<file path="config.mk">
export PLATFORM = sky130hd
export DESIGN_NAME = soft_knee_gain_computer
export DESIGN_NICKNAME = d
export VERILOG_FILES = /design/src/rtl/skgc_pkg.sv /design/src/rtl/skgc_slope_div.sv /design/src/rtl/skgc_level.sv /design/src/rtl/skgc_curve.sv /design/src/rtl/soft_knee_gain_computer.sv
export SDC_FILE = /design/constraint.sdc
export NUM_CORES = 2
export LEC_CHECK = 0
export BUFFER_PORTS_ARGS = -buffer_cell sky130_fd_sc_hd__buf_2
export CORE_UTILIZATION = 30
export CTS_BUF_LIST = sky130_fd_sc_hd__clkbuf_2
export DETAILED_ROUTE_END_ITERATION = 7
export PLACE_DENSITY = 0.45
export SYNTH_ARGS = -nofsm -noshare
export SYNTH_HDL_FRONTEND = slang
export SYNTH_SLANG_ARGS = --single-unit
</file>
<file path="constraint.sdc">
create_clock -name aclk -period 9.9 [get_ports aclk]
set_input_delay 0 -clock aclk [delete_from_list [all_inputs] [get_ports aclk]]
set_output_delay 0 -clock aclk [all_outputs]
set_load 0.005 [all_outputs]
</file>
<file path="src/rtl/skgc_pkg.sv">
package skgc_pkg;

    localparam int LOG_TABLE_BITS_DEF = 8;

    localparam int SAMPLE_W    = 24;
    localparam int DB_W        = 16;
    localparam int RATIO_W     = 13;
    localparam int KNEE_W      = 13;
    localparam int CFG_INDEX_W = 2;
    localparam int CFG_DATA_W  = 16;
    localparam int ROM_W       = 16;
    localparam int SLOPE_W     = 17;

    // Register indexes on the configuration channel.
    localparam logic [CFG_INDEX_W-1:0] REG_THRESHOLD = 2'd0;
    localparam logic [CFG_INDEX_W-1:0] REG_RATIO     = 2'd1;
    localparam logic [CFG_INDEX_W-1:0] REG_KNEE      = 2'd2;

    localparam logic signed [DB_W-1:0] THRESHOLD_RESET = -16'sd5120;
    localparam int                     RATIO_RESET     = 512;
    localparam logic [KNEE_W-1:0]      KNEE_RESET      = 13'd1536;

    // 20*log10(2) in Q16 and the level floor of -100 dB in Q8.8.
    localparam int DB_PER_OCTAVE = 394566;
    localparam int DB_OCT_W      = 19;
    localparam int DB_SHIFT      = 24;
    localparam int LEVEL_FLOOR   = 25600;

    // Slope magnitude is 1 - 1/ratio in Q16.
    localparam int SLOPE_ONE     = 65536;
    localparam int SLOPE_NUM     = 16777216;
    localparam int SLOPE_DVD_W   = 25;
    localparam int SLOPE_Q_BITS  = 17;
    localparam int RATIO_MIN     = 256;
    localparam int RATIO_LIMIT   = 6119;
    localparam logic [SLOPE_W-1:0] SLOPE_RESET =
        SLOPE_W'(SLOPE_ONE - (SLOPE_NUM + RATIO_RESET / 2) / RATIO_RESET);

    // Largest gain reduction magnitude, -128 dB in Q8.8.
    localparam int GAIN_MAX = 32768;

    typedef struct packed {
        logic               busy;
        logic [SLOPE_W-1:0] mag;
    } slope_stat_t;

    typedef struct packed {
        logic signed [DB_W-1:0] threshold;
        logic [KNEE_W-1:0]      knee;
        logic [SLOPE_W-1:0]     slope;
    } curve_cfg_t;

    // log2(1 + k/2^bits) in Q0.16 by repeated squaring of a Q1.30 value.
    function automatic logic [ROM_W-1:0] log2_entry(input int k, input int bits);
        logic [63:0]      x;
        logic [ROM_W-1:0] frac;
        x    = (64'd1 << 30) + (64'(k) << (30 - bits));
        frac = '0;
        for (int i = 0; i < ROM_W; i++) begin
            x    = (x * x) >> 30;
            frac = {frac[ROM_W-2:0], 1'b0};
            if (x >= (64'd1 << 31)) begin
                frac[0] = 1'b1;
                x       = x >> 1;
            end
        end
        return frac;
    endfunction

endpackage

</file>
<file path="src/rtl/skgc_slope_div.sv">
module skgc_slope_div
    import skgc_pkg::*;
(
    input  logic               aclk,
    input  logic               aresetn,
    input  logic               start,
    input  logic [RATIO_W-1:0] ratio,
    output slope_stat_t        stat
);

    localparam int CNT_W = $clog2(SLOPE_Q_BITS + 1);

    logic                    busy_reg;
    logic [SLOPE_W-1:0]      mag_reg;
    logic [CNT_W-1:0]        cnt_reg;
    logic [RATIO_W-1:0]      div_reg;
    logic [RATIO_W-1:0]      rem_reg;
    logic [SLOPE_Q_BITS-1:0] low_reg;
    logic [SLOPE_Q_BITS-1:0] q_reg;

    logic [RATIO_W-1:0]      r_eff;
    logic                    limit;
    logic [SLOPE_DVD_W-1:0]  dividend;
    logic [RATIO_W:0]        trial;
    logic                    take;
    logic [RATIO_W-1:0]      rem_next;
    logic [SLOPE_Q_BITS-1:0] q_next;

    always_comb begin
        r_eff    = (ratio < RATIO_W'(RATIO_MIN)) ? RATIO_W'(RATIO_MIN) : ratio;
        limit    = (r_eff >= RATIO_W'(RATIO_LIMIT));
        dividend = SLOPE_DVD_W'(SLOPE_NUM) + SLOPE_DVD_W'(r_eff >> 1);
        trial    = {rem_reg, low_reg[SLOPE_Q_BITS-1]};
        take     = (trial >= {1'b0, div_reg});
        rem_next = take ? RATIO_W'(trial - {1'b0, div_reg}) : trial[RATIO_W-1:0];
        q_next   = {q_reg[SLOPE_Q_BITS-2:0], take};
    end

    always_ff @(posedge aclk) begin
        if (!aresetn) begin
            busy_reg <= 1'b0;
            mag_reg  <= SLOPE_RESET;
            cnt_reg  <= '0;
        end else if (start) begin
            if (limit) begin
                busy_reg <= 1'b0;
                mag_reg  <= SLOPE_W'(SLOPE_ONE);
            end else begin
                busy_reg <= 1'b1;
            end
            cnt_reg <= CNT_W'(SLOPE_Q_BITS);
        end else if (busy_reg) begin
            cnt_reg <= cnt_reg - CNT_W'(1);
            if (cnt_reg == CNT_W'(1)) begin
                busy_reg <= 1'b0;
                mag_reg  <= SLOPE_W'(SLOPE_ONE) - SLOPE_W'(q_next);
            end
        end
    end

    // Restoring division, one quotient bit per cycle.
    always_ff @(posedge aclk) begin
        if (start) begin
            div_reg <= r_eff;
            rem_reg <= RATIO_W'(dividend[SLOPE_DVD_W-1:SLOPE_Q_BITS]);
            low_reg <= dividend[SLOPE_Q_BITS-1:0];
            q_reg   <= '0;
        end else if (busy_reg) begin
            rem_reg <= rem_next;
            low_reg <= {low_reg[SLOPE_Q_BITS-2:0], 1'b0};
            q_reg   <= q_next;
        end
    end

    assign stat.busy = busy_reg;
    assign stat.mag  = mag_reg;

endmodule

</file>
<file path="src/rtl/skgc_level.sv">
module skgc_level
    import skgc_pkg::*;
#(
    parameter int LOG_TABLE_BITS = LOG_TABLE_BITS_DEF
)
(
    input  logic                       aclk,
    input  logic                       aresetn,
    input  logic                       in_valid,
    output logic                       in_ready,
    input  logic signed [SAMPLE_W-1:0] in_sample,
    output logic                       out_valid,
    input  logic                       out_ready,
    output logic signed [DB_W-1:0]     out_level
);

    localparam int TBL_SIZE = 1 << LOG_TABLE_BITS;
    localparam int NSTG     = 5;
    localparam int EXP_W    = $clog2(SAMPLE_W);
    localparam int L2_W     = EXP_W + ROM_W;
    localparam int PROD_W   = L2_W + DB_OCT_W;
    localparam int DBM_W    = PROD_W + 1 - DB_SHIFT;

    logic [ROM_W-1:0] log_rom [TBL_SIZE];

    for (genvar g = 0; g < TBL_SIZE; g++) begin : g_rom
        assign log_rom[g] = log2_entry(g, LOG_TABLE_BITS);
    end

    logic [NSTG-1:0] v_reg;
    logic [NSTG:0]   adv;

    logic [SAMPLE_W-1:0]       mag_a_reg, mag_a_next;
    logic                      zero_b_reg, zero_b_next;
    logic [EXP_W-1:0]          exp_b_reg, exp_b_next;
    logic [LOG_TABLE_BITS-1:0] k_b_reg, k_b_next;
    logic [SAMPLE_W-1:0]       norm;
    logic                      zero_c_reg;
    logic [L2_W-1:0]           nl2_c_reg, nl2_c_next;
    logic                      zero_d_reg;
    logic [PROD_W-1:0]         prod_d_reg, prod_d_next;
    logic signed [DB_W-1:0]    level_e_reg, level_e_next;
    logic [PROD_W:0]           rnd;
    logic [DBM_W-1:0]          db_mag;
    logic [DB_W-1:0]           lvl_mag;

    always_comb begin
        adv[NSTG] = out_ready;
        for (int i = NSTG - 1; i >= 0; i--) begin
            adv[i] = !v_reg[i] || adv[i+1];
        end
    end

    always_ff @(posedge aclk) begin
        if (!aresetn) begin
            v_reg <= '0;
        end else begin
            if (adv[0]) begin
                v_reg[0] <= in_valid;
            end
            for (int i = 1; i < NSTG; i++) begin
                if (adv[i]) begin
                    v_reg[i] <= v_reg[i-1];
                end
            end
        end
    end

    always_comb begin
        // The most negative sample gives a magnitude of exactly 2^23.
        mag_a_next = in_sample[SAMPLE_W-1] ? (~in_sample + SAMPLE_W'(1)) : in_sample;

        zero_b_next = (mag_a_reg == '0);
        exp_b_next  = '0;
        for (int i = 0; i < SAMPLE_W; i++) begin
            if (mag_a_reg[i]) begin
                exp_b_next = EXP_W'(i);
            end
        end
        norm     = mag_a_reg << (EXP_W'(SAMPLE_W - 1) - exp_b_next);
        k_b_next = norm[SAMPLE_W-2 -: LOG_TABLE_BITS];

        // Negated log2 level in Q16; it is never positive before negation.
        nl2_c_next = {EXP_W'(EXP_W'(SAMPLE_W - 1) - exp_b_reg), ROM_W'(0)}
                   - L2_W'(log_rom[k_b_reg]);

        prod_d_next = PROD_W'(nl2_c_reg) * PROD_W'(DB_PER_OCTAVE);

        rnd     = {1'b0, prod_d_reg} + (PROD_W + 1)'(64'd1 << (DB_SHIFT - 1));
        db_mag  = rnd[PROD_W:DB_SHIFT];
        lvl_mag = (zero_d_reg || db_mag > DBM_W'(LEVEL_FLOOR)) ? DB_W'(LEVEL_FLOOR)
                                                               : db_mag[DB_W-1:0];
        level_e_next = ~lvl_mag + DB_W'(1);
    end

    always_ff @(posedge aclk) begin
        if (adv[0]) begin
            mag_a_reg <= mag_a_next;
        end
        if (adv[1]) begin
            zero_b_reg <= zero_b_next;
            exp_b_reg  <= exp_b_next;
            k_b_reg    <= k_b_next;
        end
        if (adv[2]) begin
            zero_c_reg <= zero_b_reg;
            nl2_c_reg  <= nl2_c_next;
        end
        if (adv[3]) begin
            zero_d_reg <= zero_c_reg;
            prod_d_reg <= prod_d_next;
        end
        if (adv[4]) begin
            level_e_reg <= level_e_next;
        end
    end

    assign in_ready  = adv[0];
    assign out_valid = v_reg[NSTG-1];
    assign out_level = level_e_reg;

endmodule

</file>
<file path="src/rtl/skgc_curve.sv">
module skgc_curve
    import skgc_pkg::*;
(
    input  logic                   aclk,
    input  logic                   aresetn,
    input  logic                   in_valid,
    output logic                   in_ready,
    input  logic signed [DB_W-1:0] in_level,
    input  curve_cfg_t             cfg,
    output logic                   out_valid,
    input  logic                   out_ready,
    output logic signed [DB_W-1:0] out_gain
);

    typedef enum logic [1:0] {
        RGN_ZERO,
        RGN_KNEE,
        RGN_ABOVE
    } region_t;

    localparam int O_W        = DB_W + 1;
    localparam int TW         = O_W + 1;
    localparam int U_W        = KNEE_W + 1;
    localparam int SQ_W       = 2 * U_W;
    localparam int PROD_W     = SLOPE_W + SQ_W;
    localparam int Q_BITS     = 13;
    localparam int DNUM_W     = KNEE_W + Q_BITS;
    localparam int KNEE_SHIFT = 19;
    localparam int ABOVE_SHIFT = 16;
    localparam int GMAG_W     = DB_W;
    localparam int DIV_STEPS  = 4;
    localparam int DIV_STG    = (Q_BITS + DIV_STEPS - 1) / DIV_STEPS;
    localparam int DIV_BASE   = 4;
    localparam int NSTG       = DIV_BASE + DIV_STG + 1;

    logic [NSTG-1:0] v_reg;
    logic [NSTG:0]   adv;

    logic signed [O_W-1:0] over;
    logic signed [TW-1:0]  two_over;
    logic signed [TW-1:0]  kw_s;
    region_t               rgn1_reg, rgn1_next;
    logic [U_W-1:0]        u1_reg, u1_next;
    logic [DB_W-1:0]       opos1_reg;

    region_t               rgn2_reg;
    logic [SQ_W-1:0]       sq2_reg, sq2_next;
    logic [DB_W-1:0]       opos2_reg;

    region_t               rgn3_reg;
    logic [SQ_W-1:0]       mul_op;
    logic [PROD_W-1:0]     prod3_reg, prod3_next;

    logic [PROD_W:0]       dsum;
    logic [DNUM_W-1:0]     dnum;
    logic [PROD_W:0]       asum;
    logic [PROD_W:0]       above_mag;
    logic [GMAG_W-1:0]     res_next;

    region_t               rgn_reg [DIV_STG+1];
    logic [GMAG_W-1:0]     res_reg [DIV_STG+1];
    logic [KNEE_W-1:0]     rem_reg [DIV_STG+1];
    logic [Q_BITS-1:0]     dvd_reg [DIV_STG+1];
    logic [Q_BITS-1:0]     q_reg   [DIV_STG+1];

    logic [GMAG_W-1:0]     gmag;
    logic signed [DB_W-1:0] gain_reg, gain_next;

    always_comb begin
        adv[NSTG] = out_ready;
        for (int i = NSTG - 1; i >= 0; i--) begin
            adv[i] = !v_reg[i] || adv[i+1];
        end
    end

    always_ff @(posedge aclk) begin
        if (!aresetn) begin
            v_reg <= '0;
        end else begin
            if (adv[0]) begin
                v_reg[0] <= in_valid;
            end
            for (int i = 1; i < NSTG; i++) begin
                if (adv[i]) begin
                    v_reg[i] <= v_reg[i-1];
                end
            end
        end
    end

    // Region select: the knee spans -K < 2o <= K, so a zero knee never selects it.
    always_comb begin
        over     = O_W'(in_level) - O_W'(cfg.threshold);
        two_over = $signed({over, 1'b0});
        kw_s     = TW'(cfg.knee);
        if (two_over <= -kw_s) begin
            rgn1_next = RGN_ZERO;
        end else if (two_over <= kw_s) begin
            rgn1_next = RGN_KNEE;
        end else begin
            rgn1_next = RGN_ABOVE;
        end
        u1_next = U_W'(two_over + kw_s);

        sq2_next = SQ_W'(u1_reg) * SQ_W'(u1_reg);

        mul_op     = (rgn2_reg == RGN_KNEE) ? sq2_reg : SQ_W'(opos2_reg);
        prod3_next = PROD_W'(cfg.slope) * PROD_W'(mul_op);

        // Knee: round(num / (K * 2^19)) = floor(floor((num + K*2^18) / 2^19) / K).
        dsum = (PROD_W + 1)'(prod3_reg) + ((PROD_W + 1)'(cfg.knee) << (KNEE_SHIFT - 1));
        dnum = DNUM_W'(dsum >> KNEE_SHIFT);

        asum      = (PROD_W + 1)'(prod3_reg) + (PROD_W + 1)'(64'd1 << (ABOVE_SHIFT - 1));
        above_mag = asum >> ABOVE_SHIFT;
        case (rgn3_reg)
            RGN_ABOVE: res_next = (above_mag > (PROD_W + 1)'(GAIN_MAX)) ? GMAG_W'(GAIN_MAX)
                                                                       : above_mag[GMAG_W-1:0];
            default:   res_next = '0;
        endcase
    end

    always_ff @(posedge aclk) begin
        if (adv[0]) begin
            rgn1_reg  <= rgn1_next;
            u1_reg    <= u1_next;
            opos1_reg <= over[DB_W-1:0];
        end
        if (adv[1]) begin
            rgn2_reg  <= rgn1_reg;
            sq2_reg   <= sq2_next;
            opos2_reg <= opos1_reg;
        end
        if (adv[2]) begin
            rgn3_reg  <= rgn2_reg;
            prod3_reg <= prod3_next;
        end
        if (adv[3]) begin
            rgn_reg[0] <= rgn3_reg;
            res_reg[0] <= res_next;
            rem_reg[0] <= dnum[DNUM_W-1:Q_BITS];
            dvd_reg[0] <= dnum[Q_BITS-1:0];
            q_reg[0]   <= '0;
        end
    end

    // Knee quotient never exceeds K/2 + 1, so Q_BITS bits and a remainder below K suffice.
    for (genvar s = 0; s < DIV_STG; s++) begin : g_div
        logic [KNEE_W-1:0] rem_next;
        logic [Q_BITS-1:0] dvd_next;
        logic [Q_BITS-1:0] q_next;
        logic [KNEE_W:0]   trial;

        always_comb begin
            rem_next = rem_reg[s];
            dvd_next = dvd_reg[s];
            q_next   = q_reg[s];
            trial    = '0;
            for (int j = 0; j < DIV_STEPS; j++) begin
                if (s * DIV_STEPS + j < Q_BITS) begin
                    trial    = {rem_next, dvd_next[Q_BITS-1]};
                    dvd_next = {dvd_next[Q_BITS-2:0], 1'b0};
                    if (trial >= {1'b0, cfg.knee}) begin
                        rem_next = KNEE_W'(trial - {1'b0, cfg.knee});
                        q_next   = {q_next[Q_BITS-2:0], 1'b1};
                    end else begin
                        rem_next = trial[KNEE_W-1:0];
                        q_next   = {q_next[Q_BITS-2:0], 1'b0};
                    end
                end
            end
        end

        always_ff @(posedge aclk) begin
            if (adv[DIV_BASE+s]) begin
                rgn_reg[s+1] <= rgn_reg[s];
                res_reg[s+1] <= res_reg[s];
                rem_reg[s+1] <= rem_next;
                dvd_reg[s+1] <= dvd_next;
                q_reg[s+1]   <= q_next;
            end
        end
    end

    always_comb begin
        gmag      = (rgn_reg[DIV_STG] == RGN_KNEE) ? GMAG_W'(q_reg[DIV_STG])
                                                   : res_reg[DIV_STG];
        gain_next = ~gmag + GMAG_W'(1);
    end

    always_ff @(posedge aclk) begin
        if (adv[NSTG-1]) begin
            gain_reg <= gain_next;
        end
    end

    assign in_ready  = adv[0];
    assign out_valid = v_reg[NSTG-1];
    assign out_gain  = gain_reg;

endmodule

</file>
<file path="src/rtl/soft_knee_gain_computer.sv">
// Pipeline: 14 register stages from the accepted input beat to the presented result.
// Throughput: one beat per cycle, except while back-pressure or a slope recompute holds
// s_tready low; each stage holds its beat while the one below is full. A write to the
// ratio register recomputes the slope with a bit-serial divider, during which s_tready
// is low. Ratios above 23.9 take effect at once. Reset (aresetn low at a rising edge)
// empties the pipeline and restores the default threshold, ratio and knee width.
module soft_knee_gain_computer
    import skgc_pkg::*;
#(
    parameter int LOG_TABLE_BITS = LOG_TABLE_BITS_DEF
)
(
    input  logic                   aclk,
    input  logic                   aresetn,
    input  logic                   s_tvalid,
    output logic                   s_tready,
    input  logic [SAMPLE_W-1:0]    s_tdata,    // [23:0] sample
    output logic                   m_tvalid,
    input  logic                   m_tready,
    output logic [DB_W-1:0]        m_tdata,    // [15:0] gain_reduction_db
    input  logic                   cfg_valid,
    output logic                   cfg_ready,
    input  logic [CFG_INDEX_W-1:0] cfg_index,
    input  logic [CFG_DATA_W-1:0]  cfg_data
);

    logic signed [DB_W-1:0] threshold_reg;
    logic [KNEE_W-1:0]      knee_reg;
    logic                   cfg_we;
    logic                   ratio_we;

    slope_stat_t            slope_stat;
    curve_cfg_t             curve_cfg;

    logic                   lvl_in_valid;
    logic                   lvl_in_ready;
    logic                   lvl_valid;
    logic                   lvl_ready;
    logic signed [DB_W-1:0] lvl_db;
    logic signed [DB_W-1:0] gain_db;

    assign cfg_ready = 1'b1;
    assign cfg_we    = cfg_valid && cfg_ready;
    assign ratio_we  = cfg_we && (cfg_index == REG_RATIO);

    always_ff @(posedge aclk) begin
        if (!aresetn) begin
            threshold_reg <= THRESHOLD_RESET;
            knee_reg      <= KNEE_RESET;
        end else if (cfg_we) begin
            unique case (cfg_index)
                REG_THRESHOLD: threshold_reg <= cfg_data;
                REG_KNEE:      knee_reg      <= cfg_data[KNEE_W-1:0];
                default: begin
                end
            endcase
        end
    end

    skgc_slope_div u_slope_div (
        .aclk    (aclk),
        .aresetn (aresetn),
        .start   (ratio_we),
        .ratio   (cfg_data[RATIO_W-1:0]),
        .stat    (slope_stat)
    );

    assign curve_cfg.threshold = threshold_reg;
    assign curve_cfg.knee      = knee_reg;
    assign curve_cfg.slope     = slope_stat.mag;

    assign lvl_in_valid = s_tvalid && !slope_stat.busy;
    assign s_tready     = lvl_in_ready && !slope_stat.busy;

    skgc_level #(
        .LOG_TABLE_BITS (LOG_TABLE_BITS)
    ) u_level (
        .aclk      (aclk),
        .aresetn   (aresetn),
        .in_valid  (lvl_in_valid),
        .in_ready  (lvl_in_ready),
        .in_sample (s_tdata),
        .out_valid (lvl_valid),
        .out_ready (lvl_ready),
        .out_level (lvl_db)
    );

    skgc_curve u_curve (
        .aclk      (aclk),
        .aresetn   (aresetn),
        .in_valid  (lvl_valid),
        .in_ready  (lvl_ready),
        .in_level  (lvl_db),
        .cfg       (curve_cfg),
        .out_valid (m_tvalid),
        .out_ready (m_tready),
        .out_gain  (gain_db)
    );

    assign m_tdata = gain_db;

    a_gain_not_positive: assert property (@(posedge aclk) disable iff (!aresetn)
        m_tvalid |-> (m_tdata[DB_W-1] || m_tdata == '0))
        else $error("gain reduction is positive");

    a_no_accept_while_slope_busy: assert property (@(posedge aclk) disable iff (!aresetn)
        slope_stat.busy |-> !s_tready)
        else $error("input accepted while slope is recomputed");

    a_ratio_write_starts_divider: assert property (@(posedge aclk) disable iff (!aresetn)
        (ratio_we && cfg_data[RATIO_W-1:0] >= RATIO_W'(RATIO_MIN)
                  && cfg_data[RATIO_W-1:0] < RATIO_W'(RATIO_LIMIT)) |=> slope_stat.busy)
        else $error("ratio write did not start the slope divider");

    a_slope_in_range: assert property (@(posedge aclk) disable iff (!aresetn)
        !slope_stat.busy |-> (slope_stat.mag <= SLOPE_W'(SLOPE_ONE)))
        else $error("slope magnitude above one");

endmodule
</file>
Word-level counts from Yosys, hierarchy flattened
Memories as Yosys holds them, arrays and structs flattened.
Index checks and enable logic that the tools add are counted.
Word-level totals
  register bits after elaboration: 382
  bits in latches: 0
  RAM bits: 285
  memory bits (read-only): 4096
  output and inout port bits: 19
  memories: 6
Memories
  (no name shown): depth 256, bits a word 16, rd ports 1, clocked after Yosys merged registers in 0, wr ports 0, RTL line skgc_level.sv:85  | - L2_W'(log_rom[k_b_reg]);
  u_curve.res_reg: depth 5, bits a word 16, rd ports 5, clocked after Yosys merged registers in 0, wr ports 5, RTL line skgc_curve.sv:61  | logic [GMAG_W-1:0] res_reg [DIV_STG+1];
  u_curve.dvd_reg: depth 5, bits a word 13, rd ports 4, clocked after Yosys merged registers in 0, wr ports 5, RTL line skgc_curve.sv:63  | logic [Q_BITS-1:0] dvd_reg [DIV_STG+1];
  u_curve.q_reg: depth 5, bits a word 13, rd ports 5, clocked after Yosys merged registers in 0, wr ports 5, RTL line skgc_curve.sv:64  | logic [Q_BITS-1:0] q_reg [DIV_STG+1];
  u_curve.rem_reg: depth 5, bits a word 13, rd ports 4, clocked after Yosys merged registers in 0, wr ports 5, RTL line skgc_curve.sv:62  | logic [KNEE_W-1:0] rem_reg [DIV_STG+1];
  u_curve.rgn_reg: depth 5, bits a word 2, rd ports 5, clocked after Yosys merged registers in 0, wr ports 5, RTL line skgc_curve.sv:60  | region_t rgn_reg [DIV_STG+1];
Cells by class
  $add $sub $neg: 29
  multipliers: 3
  divide/modulo/power cells: 0
  $lt $le $gt $ge: 21
  equal/unequal tests: 7
  shift-type cells: 1
  mux-type cells: 84
  bitwise gates (word level): 5
  reduce and logical (&&, ||, !) cells: 41
Operator list (number)
  $ge A14 B13 Y1: 14
  $mux W13: 15
  $sub A13 B13 Y13: 14
  $mux W17: 6
  $mux W16: 6
  $mux W5: 10
  $add A45 B16 Y46 const B: 1
  $add A45 B31 Y45: 1
  $mul A17 B28 Y45: 1
  $add A40 B24 Y41 const B: 1
  $mul A21 B18 Y39 const B: 1
  $add A16 B1 Y16 const B: 2
  $mux W4: 8
  $not A16 Y16: 2
  $gt A30 B16 Y1 const B: 1
  $mul A14 B14 Y28: 1
  $mux W1: 28
  $mux W28: 1
  $add A25 B12 Y25 const A: 1
  $add A24 B2 Y24 const B: 1
  $logic_not A24 Y1: 1
  $not A24 Y24: 1
  $shl A24 B5 Y23: 1
  $mux W23: 1
  30 further kinds: 72

Logic depth before layout (Yosys ltp)
  depth in word-level cells: 25
  gate-level depth with buffers: 52
  gate-level depth less buffers: 46

Hierarchy
From an unflattened synthesis, not the netlist that was laid out.
Second synthesis, totals
  cells, all modules: 6904
  area total of the unflattened synthesis: 64660.8 sq um
By module, submodules not included
  skgc_curve: instances 1, cells each 4589, area each 43814.5 sq um, sequential area each 10149.7 sq um
  skgc_level: instances 1, cells each 1771, area each 15459.8 sq um, sequential area each 2922.8 sq um
  skgc_slope_div: instances 1, cells each 420, area each 4192.8 sq um, sequential area each 2021.9 sq um
  soft_knee_gain_computer: instances 1, cells each 124, area each 1193.6 sq um, sequential area each 580.6 sq um

Worst setup path before layout
OpenSTA, ideal clock, no wires.
  kind: reg-to-reg
  start point: register knee_reg[1]
  end point: memory u_curve.rem_reg[1][9] (netlist: u_curve.rem_reg[0][22]), data pin
  library setup time: 0.272 ns
  arrival: 10.268 ns
  required time: 9.628 ns
  slack: -0.640 ns
  stages on the path, launching flop included: 43
  path buffers: 4
  clock period less this slack: 10.540 ns
  cells stage by stage: dfxtp_1 inv_1 fa_1 a21o_1 a21o_1 a221oi_2 nand4b_1 a22oi_1 clkbuf_1 mux2i_1 inv_1 ha_1 nor2b_1 o21ai_0 a21oi_1 o31ai_1 a31oi_1 a211o_1 (+7 left out) o21ai_1 a31oi_1 o31a_1 o21ai_0 nor3_1 clkbuf_1 o21ai_0 ha_1 a21o_1 a21o_1 or4_1 o22ai_1 o21ai_0 a21o_1 or4_1 nand2_1 buf_2 o221ai_1
RTL lines
  start: declaration: RTL line soft_knee_gain_computer.sv:28  | logic [KNEE_W-1:0] knee_reg;
  start signal: assignment: RTL line soft_knee_gain_computer.sv:53  | REG_KNEE: knee_reg <= cfg_data[KNEE_W-1:0];
  end: declaration: RTL line skgc_curve.sv:62

==> flow_metrics.tcl <==
set metrics [dict create \
    hp-class "reg2reg" \
    relSlewSlack 0.202 \
    row_count 167 \
    finalHoldViolCount 0 \
    setup.worst_path.end_class "register" \
    ys_ff_latch 551 \
    synth_area_leaders "edfxtp_1 22%, fa_1 19%, ha_1 13%, inv_1 5.2%, nand2_1 4.3%" \
    cts_tree "done" \
    drive_above_1_share 0.105 \
    netlist_area_um2 62800 \
    timing.final.crit_share 0.956 \
    worstPathRequired_ns 11.18 \
    min_from "u_curve.opos1_reg[6]$_DFFE_PP_" \
    r2r-start "knee_reg[1]$_SDFFE_PN0P_" \
    clk_pin_slew_ns 0.10 \
    io_buffers 64 \
    fin_skew_ns 0.187 \
    nets 8258 \
    die_area_um2 211000 \
    via_per_inst 4.95 \
    core_region_area_um2 207000 \
    gp_congestion 0.911 \
    regArea_um2 15700 \
    vias 48929 \
    yosysMostFrequentCell "inv_1" \
    fp.dieH_um 460 \
    place_hpwl_um 148000 \
    worst_setup_path_start_kind "register" \
    synth_nets 7934 \
    grt_antenna_before_repair 7 \
    ctsHtreeMaxLevel 4 \
    cp.arrival_ns 10.74 \
    ant_nets 0 \
    cts-root-buf "clkbuf_2" \
    clk_latency_ns 1.59 \
    largest_reg_flops 80 \
    start_util 0.303 \
    areaGrowthSynthToFinish_pct 12.2 \
    multi_input_area_um2 42900 \
    crit_buf_inv 7 \
    crit_type "reg2reg" \
    yosysUniqueCellTypes 117 \
    ios 66 \
    finalNonFillerCells 9877 \
    slowest_delay_ns 0.44 \
    grt_pass1_vias 50307 \
    setup_viol 0 \
    drtIter0Drc 3086 \
    yosysSeqAreaShare 0.250 \
    route.detailed.drc 0 \
    fillers 21505 \
    async_flop_share 0 \
    regToRegSetupSlack_ns 0.43 \
    drt-pass1-iter-count 6 \
    grt_pass1_wl_um 299000 \
    ff2ff_path_depth 43 \
    wire_per_inst_um 19.5 \
    clock_sinks 551 \
    die_w_um 460 \
    yosys-top-cells-count "864 x inv_1, 722 x nand2_1, 666 x ha_1, 592 x fa_1, 464 x edfxtp_1" \
    syn_area_per_cell_um2 9.48 \
    whs_path_depth 0 \
    synth_flop_cell "edfxtp_1" \
    finalSetupTns_ns 0 \
    min_period_ns 9.47 \
    slew_violations 0 \
    cap_viol_max_count 0 \
    crit_slowest_cell "a221o_2" \
    reg2reg_to "u_curve.rem_reg[0][41]$_DFFE_PP_" \
    worst_pin_slew_ns 1.19 \
    overflow 0 \
    hold_end "u_curve.opos2_reg[6]$_DFFE_PP_" \
    ys.warnings.count 0 \
    status "finished clean" \
    numCtsBuffers 161 \
    cp_max_fo 16 \
    wl_um 193000 \
    synth_area_leader_cell "edfxtp_1" \
    clock_path_buffers 3 \
    grt_usage 0.183 \
    utilization 0.340 \
    grt_max_degree 96 \
    synth_edf_count 464 \
    clock.fmax_mhz 106 \
    crit_family "compound AO/OA/AOI/OAI gates" \
    synthDominantCellAreaShare 0.222 \
    dp.cells 9390 \
    synthCells 6629 \
]
cell type report:
| type | instances | area share |
|---|---|---|
| well taps | 2788 | 0.0495 |
| clock inverters | 50 | 0.00463 |
| repair buffers | 437 | 0.0509 |
| inverters | 874 | 0.0467 |
| diodes | 9 | 0.000319 |
| flip-flops and latches | 551 | 0.222 |
| multi-input cells | 4928 | 0.609 |
| clock buffers | 240 | 0.0170 |
kinds of logic (layout without fill, tap and decap cells):
kind of cell | after synthesis | count (layout) | synth area share
simple gates | 1967 | 1969 | 0.150
other cells | 1 | 10 | 0.0000597
mux | 208 | 208 | 0.0381
buf+inv | 1152 | 1601 | 0.0713
xor+xnor | 358 | 358 | 0.0499
compound gates | 1133 | 1133 | 0.119
fa+ha+maj | 1259 | 1259 | 0.321
flops | 551 | 551 | 0.250
routing by layer:
| layer | vias up | track usage | wire, um | share of wire |
|---|---|---|---|---|
| met5 | - | 0 | 0 | 0 |
| met4 | 0 | 0.0591 | 5550 | 0.029 |
| met3 | 258 | 0.0233 | 7870 | 0.041 |
| met2 | 1139 | 0.310 | 92700 | 0.48 |
| met1 | 24144 | 0.239 | 86900 | 0.45 |
| li1 | 23388 | - | - | - |
cell usage in the layout (no fill, tap or decap), types with 195 or more instances in the layout:
master and count:
o21ai_0 195, inv_1 858, fa_1 591, buf_4 200, a21oi_1 295, nor2_1 386, clkbuf_2 240, xnor2_1 233
edfxtp_1 464, nand2_1 720, ha_1 662
worst reg2reg max path, delay by kind of cell, from the launching register on:
kind                     cells  cell delay (ns)
AO/OA/AOI/OAI               20             3.82
flip-flops                   1             0.37
multiplexers                 3             1.01
buffers and inverters        7             1.19
AND/OR/NAND/NOR              9             1.30
adder cells (fa/ha/maj)      4             1.45
stage by stage:
stage                     hold slack [ns]  instance area, um^2  setup WS (ns)
after global routing               0.0952                70500        -0.0608
after CTS                          0.0181                70100         0.0213
after floorplan                    0.0989                62800         0.0248
after detailed placement            0.202                66900         -0.181
after global placement              0.196                66900         0.0295
final                               0.284                70500          0.434
how the worst max path moves through the flow:
stage | start | endpoint | slack (ns) | cells after the start
6_report | knee_reg[1]$_SDFFE_PN0P_ | u_curve.rem_reg[0][41]$_DFFE_PP_ | 0.43 | 43
5_1_grt | knee_reg[1]$_SDFFE_PN0P_ | u_curve.rem_reg[0][41]$_DFFE_PP_ | -0.06 | 43
4_1_cts | knee_reg[0]$_SDFFE_PN0P_ | u_curve.rem_reg[0][41]$_DFFE_PP_ | 0.02 | 43
3_3_place_gp | u_curve.dvd_reg[0][12]$_DFFE_PP_ | u_curve.rem_reg[0][20]$_DFFE_PP_ | 0.03 | 44
2_1_floorplan | knee_reg[1]$_SDFFE_PN0P_ | u_curve.rem_reg[0][22]$_DFFE_PP_ | 0.02 | 42
3_5_place_dp | knee_reg[6]$_SDFFE_PN0P_ | u_curve.rem_reg[0][41]$_DFFE_PP_ | -0.18 | 41
repair_timing:
action / 4_1_cts / 5_1_grt
pin swaps: 1 / 17
endpoints found under the setup margin: 27 / 42
cloned: 0 / 3
setup buffers: 3 / 17
resized for setup: 6 / 59
endpoints found under the hold margin: 325 / 0
hold buffers: 165 / 0
Power is left out: the tool's default activity adds up to more than one toggle a clock period on the data nets, which glitch-free logic cannot reach.
